<file path="src/hdl/gqm_pkg.sv">
`default_nettype none
// ----------------------------------------------------------------------------
// gqm_pkg
// Shared types and codes for the greedy quad merge block.
// ----------------------------------------------------------------------------
package gqm_pkg;

    localparam logic OP_LOAD  = 1'b0;
    localparam logic OP_FETCH = 1'b1;

    typedef struct packed {
        logic        op;
        logic [15:0] cell_value;
        logic [15:0] neighbor_value;
    } in_beat_t;

    typedef struct packed {
        logic        quad_found;
        logic [3:0]  quad_u;
        logic [3:0]  quad_v;
        logic [4:0]  quad_width;
        logic [4:0]  quad_height;
        logic [15:0] quad_block;
    } out_beat_t;

    // classified command from front to back
    typedef struct packed {
        logic        is_fetch;
        logic [15:0] value;
    } cmd_t;

endpackage
`default_nettype wire

</file>
<file path="src/hdl/gqm_front.sv">
`default_nettype none
// ----------------------------------------------------------------------------
// gqm_front
// Accept input beats, classify them and push them into a short command queue.
// ----------------------------------------------------------------------------
module gqm_front #(
    parameter int DEPTH = 4
) (
    input  wire               clk,
    input  wire               rst_n,
    input  gqm_pkg::in_beat_t in_beat,
    input  wire               push,
    output logic              full,
    output gqm_pkg::cmd_t     cmd,
    output logic              cmd_valid,
    input  wire               cmd_take
);
    import gqm_pkg::*;

    localparam int AW = $clog2(DEPTH);

    cmd_t           q_mem [DEPTH];
    logic [AW-1:0]  wr_reg, rd_reg;
    logic [AW:0]    cnt_reg;
    logic           do_push, do_pop;
    cmd_t           c_in;

    assign full      = (cnt_reg == (AW+1)'(DEPTH));
    assign cmd_valid = (cnt_reg != '0);
    assign do_push   = push && !full;
    assign do_pop    = cmd_take && cmd_valid;
    assign cmd       = q_mem[rd_reg];

    always_comb
    begin
        c_in.is_fetch = (in_beat.op == OP_FETCH);
        c_in.value    = (in_beat.cell_value != '0 && in_beat.neighbor_value == '0)
                        ? in_beat.cell_value : 16'd0;
    end

    always_ff @(posedge clk)
    begin
        if (do_push)
        begin
            q_mem[wr_reg] <= c_in;
        end
    end

    always_ff @(posedge clk or negedge rst_n)
    begin
        if (!rst_n)
        begin
            wr_reg  <= '0;
            rd_reg  <= '0;
            cnt_reg <= '0;
        end
        else
        begin
            if (do_push)
            begin
                wr_reg <= (wr_reg == AW'(DEPTH-1)) ? '0 : wr_reg + 1'b1;
            end
            if (do_pop)
            begin
                rd_reg <= (rd_reg == AW'(DEPTH-1)) ? '0 : rd_reg + 1'b1;
            end
            cnt_reg <= cnt_reg + (AW+1)'(do_push) - (AW+1)'(do_pop);
        end
    end

endmodule
`default_nettype wire

</file>
<file path="config.mk">
export PLATFORM = sky130hd
export DESIGN_NAME = gqm_front
export DESIGN_NICKNAME = d
export VERILOG_FILES = /design/src/hdl/gqm_pkg.sv /design/src/hdl/gqm_front.sv
export SDC_FILE = /design/constraint.sdc
export NUM_CORES = 1
export LEC_CHECK = 0
export BUFFER_PORTS_ARGS = -buffer_cell sky130_fd_sc_hd__buf_2
export CAP_MARGIN = 5
export CELL_PAD_IN_SITES_DETAIL_PLACEMENT = 1
export CELL_PAD_IN_SITES_GLOBAL_PLACEMENT = 2
export CORE_UTILIZATION = 41
export DETAILED_ROUTE_END_ITERATION = 8
export PLACE_DENSITY_LB_ADDON = 0.25
export SETUP_SLACK_MARGIN = 0.1
export SLEW_MARGIN = 20
export SYNTH_ARGS = -nofsm -noshare
export SYNTH_HDL_FRONTEND = slang
export SYNTH_SLANG_ARGS = --single-unit
export TNS_END_PERCENT = 1
</file>
<file path="constraint.sdc">
create_clock -name clk -period 2.93 [get_ports clk]
set_input_delay 0.586 -clock clk [delete_from_list [all_inputs] [get_ports clk]]
set_output_delay 0.586 -clock clk [all_outputs]
set_load 0.05 [all_outputs]
</file>
Word level (Yosys, flattened, before mapping)
Memories as Yosys holds them, arrays and structs flattened.
Index checks and enable logic that the tools add are counted.
{"block": "totals", "wordCells": 23, "ff_bits": 7, "mem_bits_rw": 68, "in_bits": 37, "mem_count": 1}
{"block": "op_classes", "reduce_logical": 7, "n_eq_ne": 3, "n_mux": 5, "n_addsub": 4}
{"memory": "q_mem", "words": 4, "width": 17, "rd": 1, "rd_ports_with_merged_regs": 0, "write_ports": 1, "line": "gqm_front.sv:22", "source": "cmd_t q_mem [DEPTH];"}
{"cell": "$logic_not A16 Y1", "count": 1}
{"cell": "$mux W16", "count": 1}
{"cell": "$reduce_bool A16 Y1", "count": 1}
{"cell": "$add A2 B1 Y2 const B", "count": 2}
{"cell": "$eq A2 B2 Y1 const B", "count": 2}
{"cell": "$mux W2", "count": 2}
{"cell": "$add A3 B1 Y3", "count": 1}
{"cell": "$eq A3 B3 Y1 const B", "count": 1}
{"cell": "$logic_and A1 B1 Y1", "count": 3}
{"cell": "$reduce_bool A3 Y1", "count": 1}
{"cell": "$sub A3 B1 Y3", "count": 1}
{"cell": "$mux W1", "count": 2}
{"cell": "$logic_not A1 Y1", "count": 1}

Longest topological paths before layout
{"block": "depth", "word_depth": 5, "mapped_depth": 10}

Worst setup path before layout
No wires, ideal clock.
{"block": "synth_timing", "kind": "flip-flop to flip-flop", "from": "register cnt_reg[1]", "to": "register cnt_reg[2]", "t_required_ns": 2.804, "t_arrival_ns": 2.461, "period_less_slack_ns": 2.586, "stages_incl_launch_ff": 11, "path_slack_ns": 0.344, "path_buffers": 0, "setup_ns": 0.126, "path_cell_list": "dfrtp_1 nor3b_2 nor2b_2 inv_1 ha_1 inv_1 ha_1 inv_1 fa_1 xnor2_1 xnor2_1"}
{"block": "synth_between", "elab_chain_len": 5, "elab_cells_between_ends": 7}
{"element": "start: declaration", "line": "gqm_front.sv:24", "source": "logic [AW:0] cnt_reg;"}
{"element": "start signal: assignment", "line": "gqm_front.sv:67", "source": "cnt_reg <= cnt_reg + (AW+1)'(do_push) - (AW+1)'(do_pop);"}
{"element": "$eq A3 B3 Y1", "line": "gqm_front.sv:28", "source": "assign full = (cnt_reg == (AW+1)'(DEPTH));"}
{"element": "via full", "line": "gqm_front.sv:13", "source": "output logic full,"}
{"element": "$logic_not A1 Y1", "line": "gqm_front.sv:30", "source": "assign do_push = push && !full;"}
{"element": "$logic_and A1 B1 Y1", "line": "gqm_front.sv:30"}
{"element": "$add A3 B1 Y3", "line": "gqm_front.sv:67"}
{"element": "$sub A3 B1 Y3", "line": "gqm_front.sv:67"}
The timed path passes the listed nets, and every way through them passes these cells.
A chain may end at the register's enable or synchronous reset.

==> flow_summary_export.csv <==
group,metric,value,unit
status,status,"finished, final reports clean",
floorplanning,ios,56,
synthesis,synthCells,156,
sta,slew_headroom,40.8,%
critical_path,worstRegToRegCells,10,
floorplanning,die_h,90.1,um
detailed_routing,vias,1671,
critical_path,cp_max_fo,11,
critical_path,path_depth,3,
sta,finalHoldViolCount,0,
power_and_ir_drop,swShare,38.3,%
critical_path,crit_type,"flip-flop to output port",
detailed_routing,postRouteWirelength,6.16,mm
detailed_routing,postRouteAntennaNets,0,
global_routing,grt_max_degree,20,
clocking,clk_latency,0.34,ns
placed_design,post-place-ws,0.573,ns
critical_path,cp_top_family,"flip-flops",
power_and_ir_drop,finalPower,3840,uW
power_and_ir_drop,p_switching,1470,uW
layout,regArea,2220,um^2
floorplanning,rows,31,
detailed_routing,drc,0,
floorplanning,core,7370,um^2
sta,finalSetupViolCount,0,
power_and_ir_drop,ir_drop,0.457,mV
critical_path,crit_slowest_cell,"dfrtp_1",
critical_path,r2r_start,"cnt_reg[1]",
critical_path,path_cells,"buf_12 -> mux4_2 -> buf_2",
sta,period_needed,2.65,ns
critical_path,crit_buf_inv,2,
sta,timing.final.ws_setup,0.279,ns
clocking,cts_setup_buffers,0,
critical_path,arrival,2.06,ns
power_and_ir_drop,comb_power_share,37.5,%
clocking,ctsHoldBuffers,0,
synthesis,syn_nets,201,
layout,area_growth_syn_to_layout,19.8,%
power_and_ir_drop,p_seq_share,40.4,%
sta,slew_violations,0,
sta,fin_crit_sh,90.5,%
detailed_routing,via_per_inst,5.11,
global_routing,grt_overflow_total,0,
placed_design,portBuffers,55,
detailed_routing,routedWlPerCell,18.8,um
layout,final_common_cell,"edfxtp_1",
synthesis,synth-seq-cells,75,
floorplanning,die_area,8120,um^2
floorplanning,start_util,43.2,%
clocking,cts_buffers,9,
critical_path,max_stage_delay,0.74,ns
global_routing,grt_first_pass_wirelength,9.78,mm
clocking,cts-root-buf,"clkbuf_8",
critical_path,reg2reg_slack,0.60,ns
global_routing,grtUsageTotal,16.4,%
floorplanning,die_x,90.1,um
global_routing,grt_pass1_vias,1948,
clocking,clk_pin_slew_worst_paths,0.08,ns
sta,max_freq,0.377,GHz
layout,multiInputGateArea,883,um^2
synthesis,synthDistinctLibCells,23,
synthesis,syn-cell-area,3180,um^2
power_and_ir_drop,intPower,2370,uW
layout,largest_reg_flops,68,
layout,num_antenna_cells,0,
critical_path,cp_data_required_time,2.34,ns
clocking,numClockSinks,75,
sta,worstMarginPinSlew,0.888,ns
critical_path,crit_path_end_kind,"output port",
power_and_ir_drop,leakagePower,0.00144,uW
clocking,cts_tree,"done",
power_and_ir_drop,pwr-share-clk,22.0,%
min_path,hold_path_class,"input pin to async pin",
placed_design,gp_congestion,0.724,
critical_path,cp-startpoint,"rd_reg[0]",
synthesis,syn_area_per_cell,20.4,um^2
synthesis,ys_seq_area_share,69.7,%
sta,rsz0062_at_grt,"false",
layout,drive_above_1_share,50.0,%
sta,fin_skew,0.00875,ns
critical_path,cp-endpoint,"cmd[8]",
layout,nFillCells,714,
layout,nNetsFinal,268,
global_routing,grt_antenna_before_repair,0,
clocking,h-tree-depth,3,
detailed_routing,drt-pass1-iter-count,4,
sta,fin_tns_setup,0,ns
layout,fin_util,51.7,%
layout,mostFrequentLayoutCells,"68 x edfxtp_1, 55 x buf_2, 17 x mux4_2",
critical_path,start_kind,"flip-flop",
placed_design,place.detailed.hpwl,4.11,mm
run,max_cap_violations,0,
clocking,cts.path.max_buffers,2,
power_and_ir_drop,p_per_area,1010,nW/um^2
detailed_routing,drtIter0Drc,72,
critical_path,timing.rr.end,"cnt_reg[2]",
clocking,cts_resized,0,
synthesis,yosys_warnings,0,
==> final cells by class <==
cell class                      instances  share of cell area, %
Clock inverter                          7                   2.36
Clock buffer                            9                   3.25
Multi-Input combinational cell         67                   23.2
Timing Repair Buffer                   63                   9.12
Sequential cell                        75                   58.2
Tap cell                               99                   3.25
Inverter                                7                  0.689
==> worst min-delay path by stage <==
stage	from	end	slack, ns	cells past startpoint
after CTS	rst_n	wr_reg[0]	0.06	1
after floorplan	rst_n	cnt_reg[0]	0.29	0
after detailed placement	rst_n	cnt_reg[0]	0.43	1
after global placement	rst_n	cnt_reg[0]	0.43	1
after global routing	rst_n	wr_reg[1]	0.07	1
final	rst_n	wr_reg[0]	0.07	1
==> stage by stage <==
step                      hold WS [ns]  cell area (um^2)  instances
after CTS                       0.0579              3810        327
final                           0.0668              3810        327
after global placement           0.429              3600        311
after global routing            0.0652              3810        327
after floorplan                  0.290              3180        156
after detailed placement         0.433              3600        311
==> cells in the mapped netlist (all sizes together) <==
master  count  share of area (%)
fa          1               0.63
nor2b       1               0.28
and4        1               0.28
buf         7                1.8
nand2       1               0.12
nor2        2               0.24
mux4       17                 12
and2        4               0.79
nor3b      17                5.7
edfxtp     68                 64
or3         1               0.20
ha          7                2.8
xnor2       2               0.55
mux2        4                1.4
nand4       1               0.39
dfrtp       7                5.5
nor4        8                2.4
inv         7               0.83
==> power groups by stage <==
stage	registers [uW]	clock network [uW]	logic (uW)
detailed placement	1580	0	1460
global placement	1560	0	1420
CTS	1560	865	1470
global route	1580	901	1540
finish	1550	846	1440
floorplan	1460	0	1200
==> worst reg2reg max path, cell delays in order (launching register included) <==
cell,delay [ns]
dfrtp_1,0.44
or3_1,0.41
nand2_1,0.14
inv_1,0.06
ha_1,0.27
inv_1,0.05
ha_1,0.13
inv_1,0.05
fa_1,0.37
xnor2_1,0.18
xnor2_1,0.14
==> layer usage <==
| layer | track usage (%) | wire (um) |
|---|---|---|
| met4 | 7.66 | 94 |
| met2 | 29.8 | 3380 |
| met3 | 3.13 | 206 |
| met5 | 0 | 0 |
| met1 | 18.6 | 2470 |
==> kinds of logic after synthesis <==
logic type               count (synthesis)  share of synthesized area, %
buffers and inverters                   14                          2.59
adder cells (fa/ha/maj)                  8                          3.38
flip-flops                              75                          69.7
multiplexers                            21                          13.4
XOR/XNOR                                 2                         0.550
AND/OR/NAND/NOR                         36                          10.4
Note: power is estimated with default switching activity, not from simulation.
